File: src/rtl/set_union_intersection_defines.svh
// ============================================================================
// set_union_intersection_defines
// Assertion macros shared by the set union and intersection block.
// ============================================================================
`ifndef SET_UNION_INTERSECTION_DEFINES_SVH
`define SET_UNION_INTERSECTION_DEFINES_SVH

// same-cycle implication, sampled on i_clk, off while i_rst_n is low
`define SUI_ASSERT_SAME(lbl, ante, cons, msg) \
    lbl: assert property (@(posedge i_clk) disable iff (!i_rst_n) (ante) |-> (cons)) \
        else $error(msg);

// next-cycle implication, sampled on i_clk, off while i_rst_n is low
`define SUI_ASSERT_NEXT(lbl, ante, cons, msg) \
    lbl: assert property (@(posedge i_clk) disable iff (!i_rst_n) (ante) |=> (cons)) \
        else $error(msg);

`endif

File: src/rtl/sui_pkg.sv
// ============================================================================
// sui_pkg
// Types and constants shared by the set union and intersection modules.
// ============================================================================
package sui_pkg;

    localparam int VALUE_W    = 32;
    localparam int ACTION_W   = 2;
    localparam int OUT_USER_W = 3;

    localparam logic [ACTION_W-1:0] ACT_APP_A = 2'd0;
    localparam logic [ACTION_W-1:0] ACT_APP_B = 2'd1;
    localparam logic [ACTION_W-1:0] ACT_RUN   = 2'd2;

    typedef enum logic [1:0] {
        OSEL_CAND = 2'd0,
        OSEL_PEND = 2'd1,
        OSEL_ZERO = 2'd2
    } t_osel;

    typedef struct packed {
        logic  app_a;
        logic  app_b;
        logic  src_b;
        logic  fetch;
        logic  cand_ld;
        logic  scan_start;
        logic  scan;
        logic  pend_ld;
        logic  out_ld;
        t_osel out_sel;
        logic  out_kind;
        logic  out_empty;
        logic  out_last;
        logic  run_end;
    } t_cmd;

    typedef struct packed {
        logic scan_done;
        logic hit_a;
        logic hit_b;
        logic out_free;
    } t_sts;

endpackage

File: src/rtl/sui_dp.sv
// ============================================================================
// sui_dp
// Datapath: list memories and counts, membership scan, result register.
// ============================================================================
`include "set_union_intersection_defines.svh"

module sui_dp import sui_pkg::*; #(
    parameter int CAPACITY = 16,
    localparam int AW = (CAPACITY > 1) ? $clog2(CAPACITY) : 1,
    localparam int CW = $clog2(CAPACITY + 1)
) (
    input  logic                      i_clk,
    input  logic                      i_rst_n,
    input  t_cmd                      i_cmd,
    input  logic [CW-1:0]             i_idx,
    input  logic [CW-1:0]             i_lim_a,
    input  logic [CW-1:0]             i_lim_b,
    input  logic signed [VALUE_W-1:0] i_value,
    output t_sts                      o_sts,
    output logic [CW-1:0]             o_cnt_a,
    output logic [CW-1:0]             o_cnt_b,
    input  logic                      i_m_tready,
    output logic                      o_m_tvalid,
    output logic [VALUE_W-1:0]        o_m_tdata,  // item_value
    output logic [OUT_USER_W-1:0]     o_m_tuser,  // set_kind, set_empty, dropped
    output logic                      o_m_tlast
);

    logic signed [VALUE_W-1:0] r_mem_a [CAPACITY];
    logic signed [VALUE_W-1:0] r_mem_b [CAPACITY];
    logic signed [VALUE_W-1:0] r_rd_a;
    logic signed [VALUE_W-1:0] r_rd_b;
    logic signed [VALUE_W-1:0] r_cand;
    logic signed [VALUE_W-1:0] r_pend;
    logic [CW-1:0]             r_cnt_a;
    logic [CW-1:0]             r_cnt_b;
    logic                      r_ovf;
    logic [CW-1:0]             r_k;
    logic [CW-1:0]             r_cmp_k;
    logic                      r_cmp_vld;
    logic [CW-1:0]             r_lim_a;
    logic [CW-1:0]             r_lim_b;
    logic [CW-1:0]             r_lim_m;
    logic                      r_hit_a;
    logic                      r_hit_b;
    logic                      r_out_vld;
    logic signed [VALUE_W-1:0] r_out_val;
    logic                      r_out_kind;
    logic                      r_out_empty;
    logic                      r_out_drop;
    logic                      r_out_last;
    logic [AW-1:0]             rd_addr;
    logic                      full_a;
    logic                      full_b;
    logic                      out_free;

    assign full_a   = (r_cnt_a == CW'(CAPACITY));
    assign full_b   = (r_cnt_b == CW'(CAPACITY));
    assign rd_addr  = i_cmd.fetch ? i_idx[AW-1:0] : r_k[AW-1:0];
    assign out_free = !r_out_vld || i_m_tready;

    always_ff @(posedge i_clk) begin
        if (i_cmd.app_a && !full_a) begin
            r_mem_a[r_cnt_a[AW-1:0]] <= i_value;
        end
        if (i_cmd.app_b && !full_b) begin
            r_mem_b[r_cnt_b[AW-1:0]] <= i_value;
        end
        r_rd_a <= r_mem_a[rd_addr];
        r_rd_b <= r_mem_b[rd_addr];
    end

    always_ff @(posedge i_clk) begin
        if (!i_rst_n) begin
            r_cnt_a <= '0;
            r_cnt_b <= '0;
            r_ovf   <= 1'b0;
        end else if (i_cmd.run_end) begin
            r_cnt_a <= '0;
            r_cnt_b <= '0;
            r_ovf   <= 1'b0;
        end else begin
            if (i_cmd.app_a) begin
                if (full_a) begin
                    r_ovf <= 1'b1;
                end else begin
                    r_cnt_a <= r_cnt_a + CW'(1);
                end
            end
            if (i_cmd.app_b) begin
                if (full_b) begin
                    r_ovf <= 1'b1;
                end else begin
                    r_cnt_b <= r_cnt_b + CW'(1);
                end
            end
        end
    end

    always_ff @(posedge i_clk) begin
        if (!i_rst_n) begin
            r_cmp_vld <= 1'b0;
        end else if (i_cmd.scan_start) begin
            r_cmp_vld <= 1'b0;
        end else if (i_cmd.scan) begin
            r_cmp_vld <= (r_k < r_lim_m);
        end
    end

    always_ff @(posedge i_clk) begin
        if (i_cmd.scan_start) begin
            r_k     <= '0;
            r_lim_a <= i_lim_a;
            r_lim_b <= i_lim_b;
            r_lim_m <= (i_lim_a > i_lim_b) ? i_lim_a : i_lim_b;
            r_hit_a <= 1'b0;
            r_hit_b <= 1'b0;
        end else begin
            if (i_cmd.scan && (r_k < r_lim_m)) begin
                r_cmp_k <= r_k;
                r_k     <= r_k + CW'(1);
            end
            if (r_cmp_vld && (r_cmp_k < r_lim_a) && (r_rd_a == r_cand)) begin
                r_hit_a <= 1'b1;
            end
            if (r_cmp_vld && (r_cmp_k < r_lim_b) && (r_rd_b == r_cand)) begin
                r_hit_b <= 1'b1;
            end
        end
        if (i_cmd.cand_ld) begin
            r_cand <= i_cmd.src_b ? r_rd_b : r_rd_a;
        end
        if (i_cmd.pend_ld) begin
            r_pend <= r_cand;
        end
    end

    always_ff @(posedge i_clk) begin
        if (!i_rst_n) begin
            r_out_vld <= 1'b0;
        end else if (i_cmd.out_ld) begin
            r_out_vld <= 1'b1;
        end else if (i_m_tready) begin
            r_out_vld <= 1'b0;
        end
    end

    always_ff @(posedge i_clk) begin
        if (i_cmd.out_ld) begin
            case (i_cmd.out_sel)
                OSEL_CAND: r_out_val <= r_cand;
                OSEL_PEND: r_out_val <= r_pend;
                default:   r_out_val <= '0;
            endcase
            r_out_kind  <= i_cmd.out_kind;
            r_out_empty <= i_cmd.out_empty;
            r_out_drop  <= r_ovf;
            r_out_last  <= i_cmd.out_last;
        end
    end

    assign o_sts.scan_done = !r_cmp_vld && (r_k >= r_lim_m);
    assign o_sts.hit_a     = r_hit_a;
    assign o_sts.hit_b     = r_hit_b;
    assign o_sts.out_free  = out_free;
    assign o_cnt_a         = r_cnt_a;
    assign o_cnt_b         = r_cnt_b;
    assign o_m_tvalid      = r_out_vld;
    assign o_m_tdata       = r_out_val;
    assign o_m_tuser       = {r_out_drop, r_out_empty, r_out_kind};
    assign o_m_tlast       = r_out_last;

    `SUI_ASSERT_SAME(a_cnt_range, 1'b1, (r_cnt_a <= CW'(CAPACITY)) && (r_cnt_b <= CW'(CAPACITY)), "list count above capacity")
    `SUI_ASSERT_SAME(a_load_free, i_cmd.out_ld, out_free, "result loaded over a waiting result")
    `SUI_ASSERT_NEXT(a_run_clear, i_cmd.run_end, (r_cnt_a == '0) && (r_cnt_b == '0) && !r_ovf, "lists not cleared after run")

endmodule

File: src/rtl/sui_ctrl.sv
// ============================================================================
// sui_ctrl
// Controller: takes appends, sequences the union and intersection passes.
// ============================================================================
`include "set_union_intersection_defines.svh"

module sui_ctrl import sui_pkg::*; #(
    parameter int CAPACITY = 16,
    localparam int CW = $clog2(CAPACITY + 1)
) (
    input  logic                i_clk,
    input  logic                i_rst_n,
    input  logic                i_s_tvalid,
    input  logic [ACTION_W-1:0] i_action,
    output logic                o_s_tready,
    output t_cmd                o_cmd,
    input  t_sts                i_sts,
    input  logic [CW-1:0]       i_cnt_a,
    input  logic [CW-1:0]       i_cnt_b,
    output logic [CW-1:0]       o_idx,
    output logic [CW-1:0]       o_lim_a,
    output logic [CW-1:0]       o_lim_b
);

    localparam logic [2:0] ST_IDLE  = 3'd0;
    localparam logic [2:0] ST_NEXT  = 3'd1;
    localparam logic [2:0] ST_FETCH = 3'd2;
    localparam logic [2:0] ST_CAND  = 3'd3;
    localparam logic [2:0] ST_SCAN  = 3'd4;
    localparam logic [2:0] ST_EMIT  = 3'd5;
    localparam logic [2:0] ST_UMARK = 3'd6;
    localparam logic [2:0] ST_IFIN  = 3'd7;

    localparam logic [1:0] PH_UA = 2'd0;
    localparam logic [1:0] PH_UB = 2'd1;
    localparam logic [1:0] PH_IN = 2'd2;

    logic [2:0]    r_state;
    logic [2:0]    n_state;
    logic [1:0]    r_phase;
    logic [1:0]    n_phase;
    logic [CW-1:0] r_idx;
    logic [CW-1:0] n_idx;
    logic          r_pend_vld;
    logic          n_pend_vld;

    always_ff @(posedge i_clk) begin
        if (!i_rst_n) begin
            r_state    <= ST_IDLE;
            r_phase    <= PH_UA;
            r_idx      <= '0;
            r_pend_vld <= 1'b0;
        end else begin
            r_state    <= n_state;
            r_phase    <= n_phase;
            r_idx      <= n_idx;
            r_pend_vld <= n_pend_vld;
        end
    end

    always_comb begin
        n_state       = r_state;
        n_phase       = r_phase;
        n_idx         = r_idx;
        n_pend_vld    = r_pend_vld;
        o_cmd         = '0;
        o_cmd.out_sel = OSEL_ZERO;
        o_cmd.src_b   = (r_phase == PH_UB);
        o_lim_a       = '0;
        o_lim_b       = '0;
        o_idx         = r_idx;
        o_s_tready    = (r_state == ST_IDLE);

        case (r_state)
            ST_IDLE: begin
                if (i_s_tvalid) begin
                    case (i_action)
                        ACT_APP_A: o_cmd.app_a = 1'b1;
                        ACT_APP_B: o_cmd.app_b = 1'b1;
                        ACT_RUN: begin
                            n_phase = PH_UA;
                            n_idx   = '0;
                            n_state = ST_NEXT;
                        end
                        default: ;
                    endcase
                end
            end
            ST_NEXT: begin
                case (r_phase)
                    PH_UA: begin
                        if (r_idx < i_cnt_a) begin
                            n_state = ST_FETCH;
                        end else begin
                            n_phase = PH_UB;
                            n_idx   = '0;
                        end
                    end
                    PH_UB: begin
                        if (r_idx < i_cnt_b) begin
                            n_state = ST_FETCH;
                        end else if ((i_cnt_a == '0) && (i_cnt_b == '0)) begin
                            n_state = ST_UMARK;
                        end else begin
                            n_phase = PH_IN;
                            n_idx   = '0;
                        end
                    end
                    PH_IN: begin
                        if (r_idx < i_cnt_a) begin
                            n_state = ST_FETCH;
                        end else begin
                            n_state = ST_IFIN;
                        end
                    end
                    default: n_state = ST_IDLE;
                endcase
            end
            ST_FETCH: begin
                o_cmd.fetch = 1'b1;
                n_state     = ST_CAND;
            end
            ST_CAND: begin
                o_cmd.cand_ld    = 1'b1;
                o_cmd.scan_start = 1'b1;
                case (r_phase)
                    PH_UB: begin
                        o_lim_a = i_cnt_a;
                        o_lim_b = r_idx;
                    end
                    PH_IN: begin
                        o_lim_a = r_idx;
                        o_lim_b = i_cnt_b;
                    end
                    default: ;
                endcase
                n_state = ST_SCAN;
            end
            ST_SCAN: begin
                o_cmd.scan = 1'b1;
                if (i_sts.scan_done) begin
                    case (r_phase)
                        PH_UA: n_state = ST_EMIT;
                        PH_UB: begin
                            if (!i_sts.hit_a && !i_sts.hit_b) begin
                                n_state = ST_EMIT;
                            end else begin
                                n_idx   = r_idx + CW'(1);
                                n_state = ST_NEXT;
                            end
                        end
                        PH_IN: begin
                            if (i_sts.hit_b && !i_sts.hit_a) begin
                                if (r_pend_vld) begin
                                    n_state = ST_EMIT;
                                end else begin
                                    o_cmd.pend_ld = 1'b1;
                                    n_pend_vld    = 1'b1;
                                    n_idx         = r_idx + CW'(1);
                                    n_state       = ST_NEXT;
                                end
                            end else begin
                                n_idx   = r_idx + CW'(1);
                                n_state = ST_NEXT;
                            end
                        end
                        default: n_state = ST_IDLE;
                    endcase
                end
            end
            ST_EMIT: begin
                if (i_sts.out_free) begin
                    o_cmd.out_ld = 1'b1;
                    if (r_phase == PH_IN) begin
                        o_cmd.out_sel  = OSEL_PEND;
                        o_cmd.out_kind = 1'b1;
                        o_cmd.pend_ld  = 1'b1;
                    end else begin
                        o_cmd.out_sel = OSEL_CAND;
                    end
                    n_idx   = r_idx + CW'(1);
                    n_state = ST_NEXT;
                end
            end
            ST_UMARK: begin
                if (i_sts.out_free) begin
                    o_cmd.out_ld    = 1'b1;
                    o_cmd.out_empty = 1'b1;
                    n_phase         = PH_IN;
                    n_idx           = '0;
                    n_state         = ST_NEXT;
                end
            end
            ST_IFIN: begin
                if (i_sts.out_free) begin
                    o_cmd.out_ld   = 1'b1;
                    o_cmd.out_kind = 1'b1;
                    o_cmd.out_last = 1'b1;
                    o_cmd.run_end  = 1'b1;
                    if (r_pend_vld) begin
                        o_cmd.out_sel = OSEL_PEND;
                    end else begin
                        o_cmd.out_empty = 1'b1;
                    end
                    n_pend_vld = 1'b0;
                    n_state    = ST_IDLE;
                end
            end
            default: n_state = ST_IDLE;
        endcase
    end

    `SUI_ASSERT_SAME(a_pend_phase, r_pend_vld, r_phase == PH_IN, "held result outside intersection pass")
    `SUI_ASSERT_SAME(a_fetch_a_rng, (r_state == ST_FETCH) && (r_phase != PH_UB), r_idx < i_cnt_a, "fetch beyond list A")
    `SUI_ASSERT_SAME(a_fetch_b_rng, (r_state == ST_FETCH) && (r_phase == PH_UB), r_idx < i_cnt_b, "fetch beyond list B")

endmodule

File: src/rtl/set_union_intersection.sv
// ============================================================================
// set_union_intersection
// Two value lists with a run command that streams their union, then their
// intersection.
// ============================================================================
//  channel  | dir | tdata          | tuser                        | tlast
//  s (in)   | in  | value          | action                       | -
//  m (out)  | out | item_value     | set_kind, set_empty, dropped | last
//
//  The block takes an item every cycle while idle.
//  A run checks each candidate against the stored lists one entry per cycle
//  through the single read port of each list memory, each scan running over
//  the longer list scanned. No input is taken during a run.
//  Reset is synchronous and clears counts, the overflow flag and the controller.
//  A stalled result holds in the output register; the run waits behind it.
// ============================================================================
module set_union_intersection import sui_pkg::*; #(
    parameter int CAPACITY = 16
) (
    input  logic                  i_clk,
    input  logic                  i_rst_n,
    input  logic                  i_s_tvalid,
    output logic                  o_s_tready,
    input  logic [VALUE_W-1:0]    i_s_tdata,  // value
    input  logic [ACTION_W-1:0]   i_s_tuser,  // action
    output logic                  o_m_tvalid,
    input  logic                  i_m_tready,
    output logic [VALUE_W-1:0]    o_m_tdata,  // item_value
    output logic [OUT_USER_W-1:0] o_m_tuser,  // set_kind, set_empty, dropped
    output logic                  o_m_tlast
);

    localparam int CW = $clog2(CAPACITY + 1);

    t_cmd          cmd;
    t_sts          sts;
    logic [CW-1:0] cnt_a;
    logic [CW-1:0] cnt_b;
    logic [CW-1:0] idx;
    logic [CW-1:0] lim_a;
    logic [CW-1:0] lim_b;

    sui_ctrl #(
        .CAPACITY (CAPACITY)
    ) u_ctrl (
        .i_clk      (i_clk),
        .i_rst_n    (i_rst_n),
        .i_s_tvalid (i_s_tvalid),
        .i_action   (i_s_tuser),
        .o_s_tready (o_s_tready),
        .o_cmd      (cmd),
        .i_sts      (sts),
        .i_cnt_a    (cnt_a),
        .i_cnt_b    (cnt_b),
        .o_idx      (idx),
        .o_lim_a    (lim_a),
        .o_lim_b    (lim_b)
    );

    sui_dp #(
        .CAPACITY (CAPACITY)
    ) u_dp (
        .i_clk      (i_clk),
        .i_rst_n    (i_rst_n),
        .i_cmd      (cmd),
        .i_idx      (idx),
        .i_lim_a    (lim_a),
        .i_lim_b    (lim_b),
        .i_value    (i_s_tdata),
        .o_sts      (sts),
        .o_cnt_a    (cnt_a),
        .o_cnt_b    (cnt_b),
        .i_m_tready (i_m_tready),
        .o_m_tvalid (o_m_tvalid),
        .o_m_tdata  (o_m_tdata),
        .o_m_tuser  (o_m_tuser),
        .o_m_tlast  (o_m_tlast)
    );

endmodule
File: config.mk
export PLATFORM = sky130hd
export DESIGN_NAME = set_union_intersection
export DESIGN_NICKNAME = d
export VERILOG_FILES = /design/src/rtl/sui_pkg.sv /design/src/rtl/sui_dp.sv /design/src/rtl/sui_ctrl.sv /design/src/rtl/set_union_intersection.sv
export VERILOG_INCLUDE_DIRS = /design/src /design/src/rtl
export SDC_FILE = /design/constraint.sdc
export NUM_CORES = 2
export LEC_CHECK = 0
export ABC_AREA = 1
export BUFFER_PORTS_ARGS = -buffer_cell sky130_fd_sc_hd__buf_2
export CAP_MARGIN = 20
export CORE_AREA = 2 2 288 290
export CTS_CLUSTER_DIAMETER = 150
export DETAILED_ROUTE_END_ITERATION = 10
export DIE_AREA = 0 0 290 292
export HOLD_SLACK_MARGIN = 0.08
export PLACE_DENSITY = 0.79
export SETUP_SLACK_MARGIN = 0.4
export SKIP_LAST_GASP = 1
export SLEW_MARGIN = 10
export SYNTH_ARGS = -nofsm -noshare
export SYNTH_HDL_FRONTEND = slang
export SYNTH_SLANG_ARGS = --single-unit
File: constraint.sdc
create_clock -name i_clk -period 4.4 [get_ports i_clk]
set_input_delay 0.88 -clock i_clk [delete_from_list [all_inputs] [get_ports i_clk]]
set_output_delay 0.88 -clock i_clk [all_outputs]
set_load 0.005 [all_outputs]
==> Word-level counts from Yosys, hierarchy flattened <==
Memories as Yosys holds them, arrays and structs flattened. A register that Yosys moved wholly into a read port is not among the register bits.
Cells that the tools add are included.
{ "totals": {"regBits": 151, "mem_bits_rw": 1024, "inputBits": 38, "output_inout_bits": 38, "word_cells": 194, "memories": 2} }
{ "memory_table": {"columns": ["name", "depth", "width", "read_ports", "rd_ports_with_merged_regs", "wr", "line", "text"], "rows": [
  ["u_dp.r_mem_a", 16, 32, 1, 1, 1, "sui_dp.sv:29", "logic signed [VALUE_W-1:0] r_mem_a [CAPACITY];"],
  ["u_dp.r_mem_b", 16, 32, 1, 1, 1, "sui_dp.sv:30", "logic signed [VALUE_W-1:0] r_mem_b [CAPACITY];"]
]} }
{ "classes": {"addsub": 4, "n_lt_le_gt_ge": 7, "n_eq_ne": 34, "muxes": 82, "bitwise": 4, "n_reduce_logical": 38} }
{ "ops": {"columns": ["op", "count"], "rows": [
  ["5-bit two-way mux", 15],
  ["32-bit equality test", 2],
  ["32-bit case mux with 2 select lines", 1],
  ["5-bit case mux with 2 select lines", 4],
  ["3-bit two-way mux", 12],
  ["32-bit two-way mux", 1],
  ["1-bit two-way mux", 26],
  ["5-bit < comparator", 5],
  ["5-bit case mux with 5 select lines", 1],
  ["3-bit case mux with 7 select lines", 1],
  ["5-bit by 1-bit adder with 5-bit output (second input constant)", 4],
  ["2-bit two-way mux", 10],
  ["3-bit case mux with 3 select lines", 2],
  ["2-bit by 1-bit inequality test with 1-bit output (second input constant)", 7],
  ["13-bit AND reduction", 1],
  ["3-bit equality test (second input constant)", 4],
  ["3-bit inequality test (second input constant)", 4],
  ["1-bit logical AND", 11],
  ["5-bit equality test (second input constant)", 2],
  ["5-bit zero test", 2],
  ["4-bit inequality test (second input constant)", 2],
  ["8-bit AND reduction", 1],
  ["7-bit two-way mux", 1],
  ["7-bit AND reduction", 1],
  ["26 further kinds", 49]
]} }

==> Logic depth before layout (Yosys ltp) <==
{ "depth": {"ltp_word": 7, "depth_mapped": 16, "depth_no_buf": 16} }

==> Cells and area by module <==
A second synthesis with hierarchy kept.
{ "hier_totals": {"hier_cells": 4134, "area_unflattened_um2": 51195.4} }
{ "by_module_without_submodules": {"columns": ["module", "instances", "cells_each", "area_per_inst_um2", "seq_area_each_um2"], "rows": [
  ["sui_dp", 1, 3868, 49678.9, 36034.6],
  ["sui_ctrl", 1, 266, 1516.5, 220.2]
]} }

==> Worst setup path after synthesis <==
OpenSTA, ideal clock, no wires.
{ "synth_path": {"path_type": "input-to-reg", "startpoint": "in i_s_tuser[0]", "endpoint": "mem u_dp.r_mem_a[1][0], enable pin", "setup_time_ns": 0.461, "arrival_time_ns": 3.655, "required_ns": 3.939, "setup_slack_ns": 0.284, "path_stages": 7, "path_buffers": 0, "path_cell_list": "inv_1 nand3_1 nor2_1 nand2_1 inv_2 nand2_1 nor3_1"} }
{ "synth_via": {"elab_chain_len": 7} }
{ "synth_rtl": {"columns": ["element", "line", "text"], "rows": [
  ["from (decl)", "set_union_intersection.sv:25", "input logic [ACTION_W-1:0] i_s_tuser,"],
  ["2-bit zero test", "sui_ctrl.sv:77", "case (i_action)"],
  ["1-bit two-way mux", "sui_ctrl.sv:77", null],
  ["2-bit two-way mux", "sui_ctrl.sv:76", "if (i_s_tvalid) begin"],
  ["2-bit two-way mux", "sui_ctrl.sv:74", "case (r_state)"],
  ["1-bit logical AND", "sui_dp.sv:63", "if (i_cmd.app_a && !full_a) begin"],
  ["1-bit two-way mux", "sui_dp.sv:63", null],
  ["1-bit two-way mux (not written as such)", "sui_dp.sv:64", "r_mem_a[r_cnt_a[AW-1:0]] <= i_value;"],
  ["to (decl)", "sui_dp.sv:29", null]
]} }
Every way passes these cells.

==> Worst setup path in the final report <==
{ "layout_path": {"startpoint": "reg u_ctrl.r_state[1]", "endpoint": "mem u_dp.r_mem_b[3][26], enable pin"} }
{ "layout_via": {"elab_chain_len": 5} }
{ "layout_rtl": {"columns": ["element", "line", "text"], "rows": [
  ["from (decl)", "sui_ctrl.sv:38", "logic [2:0] r_state;"],
  ["from (signal assigned)", "sui_ctrl.sv:54", "r_state <= n_state;"],
  ["3-bit zero test", "sui_ctrl.sv:74", null],
  ["2-bit two-way mux", "sui_ctrl.sv:74", null],
  ["1-bit logical AND", "sui_dp.sv:66", "if (i_cmd.app_b && !full_b) begin"],
  ["1-bit two-way mux", "sui_dp.sv:66", null],
  ["1-bit two-way mux (not written as such)", "sui_dp.sv:67", "r_mem_b[r_cnt_b[AW-1:0]] <= i_value;"],
  ["to (decl)", "sui_dp.sv:30", null]
]} }
Every way passes these cells.

==> results.tsv <==
stage	metric	value	unit
synth	async_flop_share	0	%
sta	skew	22.7	ps
die	die_width	290	um
synth	yosysTopAreaCellShare	67.4	%
sta	maxSlewHeadroom	27.7	%
detailed_routing	wl	126000	um
clock_tree	clk_pin_slew	60	ps
die	row_count	105	
global_routing	first_global_vias	32400	
synth	ys_warn_count	0	
detailed_routing	dr_total_vias	33700	
synth	syn_inst	4409	
sta	period_share	74.3	%
detailed_routing	antenna_left	0	
worst_hold_path	hold_class	flop to flop	
sta	layout_min_cycle_time	3270	ps
global_routing	grt_max_degree	153	
die	die_y	292	um
sta	tightestPinTransition	1080	ps
clock_tree	cts_setup_buffers	0	
detailed_routing	routedWlPerCell	22.4	um
place	preCtsSetupSlack	920	ps
power	ir_worst_vdd	0.713	mV
global_routing	grt-ovfl-total	0	
synth	synth_fp_nets	4488	
setup_path	crit_path_start_kind	flop	
sta	final-setup-viol-count	0	
place	portBuffers	75	
finish	layout-drive-gt1-share	8.93	%
clock_tree	ctsHoldBuffers	0	
sta	maxSlewViolCount	0	
clock_tree	clockBufferDepth	3	
die	initial_core_util	62.5	%
setup_path	endpoint_kind	flop	
clock_tree	root_buffer	clkbuf_16	
place	place_congestion	0.909	
detailed_routing	viasPerCell	6.00	
synth	synth_ff_type	edfxtp_1	
clock_tree	cts_buffers	116	
finish	fin_nets	4524	
synth	synth-edff-count	1144	
place	hpwl	74100	um
global_routing	antenna_found_initial	3	
sta	setup_slack	1130	ps
sta	hold_viol_final	0	
die	dieArea	84700	um^2
detailed_routing	drc	0	
sta	tns	0	ps
detailed_routing	firstDrtPassIters	6	
sta	fmax	306	MHz
finish	diodes	0	
synth	yosysTopAreaCell	edfxtp_1	
clock_tree	clk_latency	700	ps
setup_path	worstSetupPathType	flop to flop	
finish	fillers	5287	
finish	syn_to_final_growth	11.3	%
clock_tree	cts_tree	done	
run	drv_cap	0	
sta	rsz0062_at_grt	false	
clock_tree	clock_sinks	1239	
die	core_area	81600	um^2
global_routing	grt_pass1_wl	190000	um
outcome	status	complete, no violations	
detailed_routing	drt-initial-drc-count	4324	
synth	synthTopCellsByArea	edfxtp_1 67%, nand2_1 7.9%, nand3_1 4.4%	
synth	yosysSeqAreaShare	71.1	%
global_routing	grt_use_total	29.6	%
setup_path	arrival	3650	ps
die	io_pins	76	
setup_path	cp_data_required_time	4790	ps
setup_path	cp_max_fo	21	
synth	avgSynthCellArea	11.6	um^2
power	power_density	614	nW/um^2
power	leakage	21.2	nW
clock_tree	h-tree-depth	3	
clock_tree	cts_resized	0	
synth	syn-cell-area	51000	um^2
synth	ys_ff_latch	1239	
synth	synthDistinctLibCells	39	
-- metal layers --
layer  vias up  track usage [%]  share of wire [%]  routed length, um
met5         -                0              0.021                 27
met4         4             10.7                3.1               3840
met3       283             5.84                 12              15000
met2      1947             48.3                 48              60100
met1     16100             40.1                 37              46900
li1      15300                -                  -                  -
-- kinds of logic after synthesis --
logic type / Yosys count / share of synthesized area [%]
xor+xnor: 28 / 0.481
flops: 1239 / 71.1
simple gates: 1921 / 15.5
fa+ha+maj: 41 / 1.01
compound gates: 518 / 6.52
buf+inv: 662 / 5.37
-- critical path, stage by stage, from the launching register on --
cell,delay [ps]
dfxtp_1,390
inv_2,120
nand2_1,140
nor2_4,140
nand4_1,420
nor2_2,420
nand2_1,350
nor2_4,620
buf_4,340
-- layout by cell type (no fill, tap or decap), types with 30 or more instances in the layout --
cell type	netlist	final
o211ai_1	256	256
buf_2	124	75
nor2_1	347	319
o21ai_1	106	104
clkbuf_16	0	116
o21ai_0	74	73
dfxtp_1	95	95
edfxtp_1	1144	1144
buf_4	19	56
nor2_4	1	30
ha_1	41	40
nand2_1	1079	1079
nand3_1	445	445
inv_1	419	418
a21oi_1	42	41
-- state kept, by name, indices dropped and copies added (netlist names), 32 cells and up --
register,flops
u_dp.r_pend,32
u_dp.r_mem_a,512
u_dp.r_rd_a,32
u_dp.o_m_tdata,32
u_dp.r_mem_b,512
u_dp.r_rd_b,32
u_dp.r_cand,32
-- layout make-up --
class                      count  area (um^2)  share of cell area [%]
timing repair buffer         152         1220                    2.14
inverter                     428         1610                    2.84
multi-input combinational   2508        12300                    21.6
clock inverter                76          925                    1.63
tap                         1070         1340                    2.36
sequential                  1239        36300                    63.9
clock buffer                 146         3090                    5.44
-- synth_stat cells (all sizes together) (11+ instances only) --
master / instances
a21oi: 42
buf: 168
clkbuf: 66
dfxtp: 95
edfxtp: 1144
ha: 41
inv: 426
nand2: 1080
nand3: 446
nand4: 16
nor2: 352
nor3: 11
o211ai: 256
o21ai: 182
o22ai: 29
or2: 14
xnor2: 26
-- report_power, final --
group          total (W)  internal (W)  leakage [nW]  switching (W)
registers         0.0142        0.0135          11.1       0.000766
clock network     0.0105       0.00610          1.96        0.00435
logic             0.0101       0.00301          8.14        0.00709
total             0.0348        0.0226          21.2         0.0122
-- stage by stage --
step / area (um^2) / hold WS [ps] / power (W) / util [%] / std cells
6_report: 56700 / 481 / 0.0348 / 69.5 / 5619
2_1_floorplan: 51000 / 408 / 0.0212 / - / 4409
5_1_grt: 56700 / 503 / 0.0364 / 69.5 / 5619
3_5_place_dp: 52700 / 465 / 0.0243 / 64.6 / 5397
4_1_cts: 56700 / 481 / 0.0347 / 69.5 / 5619
3_3_place_gp: 52700 / 459 / 0.0240 / 64.6 / 5397
-- worst paths after layout --
| kind | from | to | slack, ps | cells past startpoint |
|---|---|---|---|---|
| setup / recovery | u_ctrl.r_state[1]$_SDFFE_PN0P_ | u_dp.r_mem_b[3][26]$_DFFE_PP_ | 1130 | 8 |
| hold reg to reg | u_dp.r_hit_a$_SDFFE_PP0P_ | u_dp.r_hit_a$_SDFFE_PP0P_ | 480 | 2 |
| setup reg to reg | u_ctrl.r_state[1]$_SDFFE_PN0P_ | u_dp.r_mem_b[3][26]$_DFFE_PP_ | 1130 | 8 |
| hold / removal | u_dp.r_hit_a$_SDFFE_PP0P_ | u_dp.r_hit_a$_SDFFE_PP0P_ | 480 | 2 |
Power figures use the tool's default switching activity.
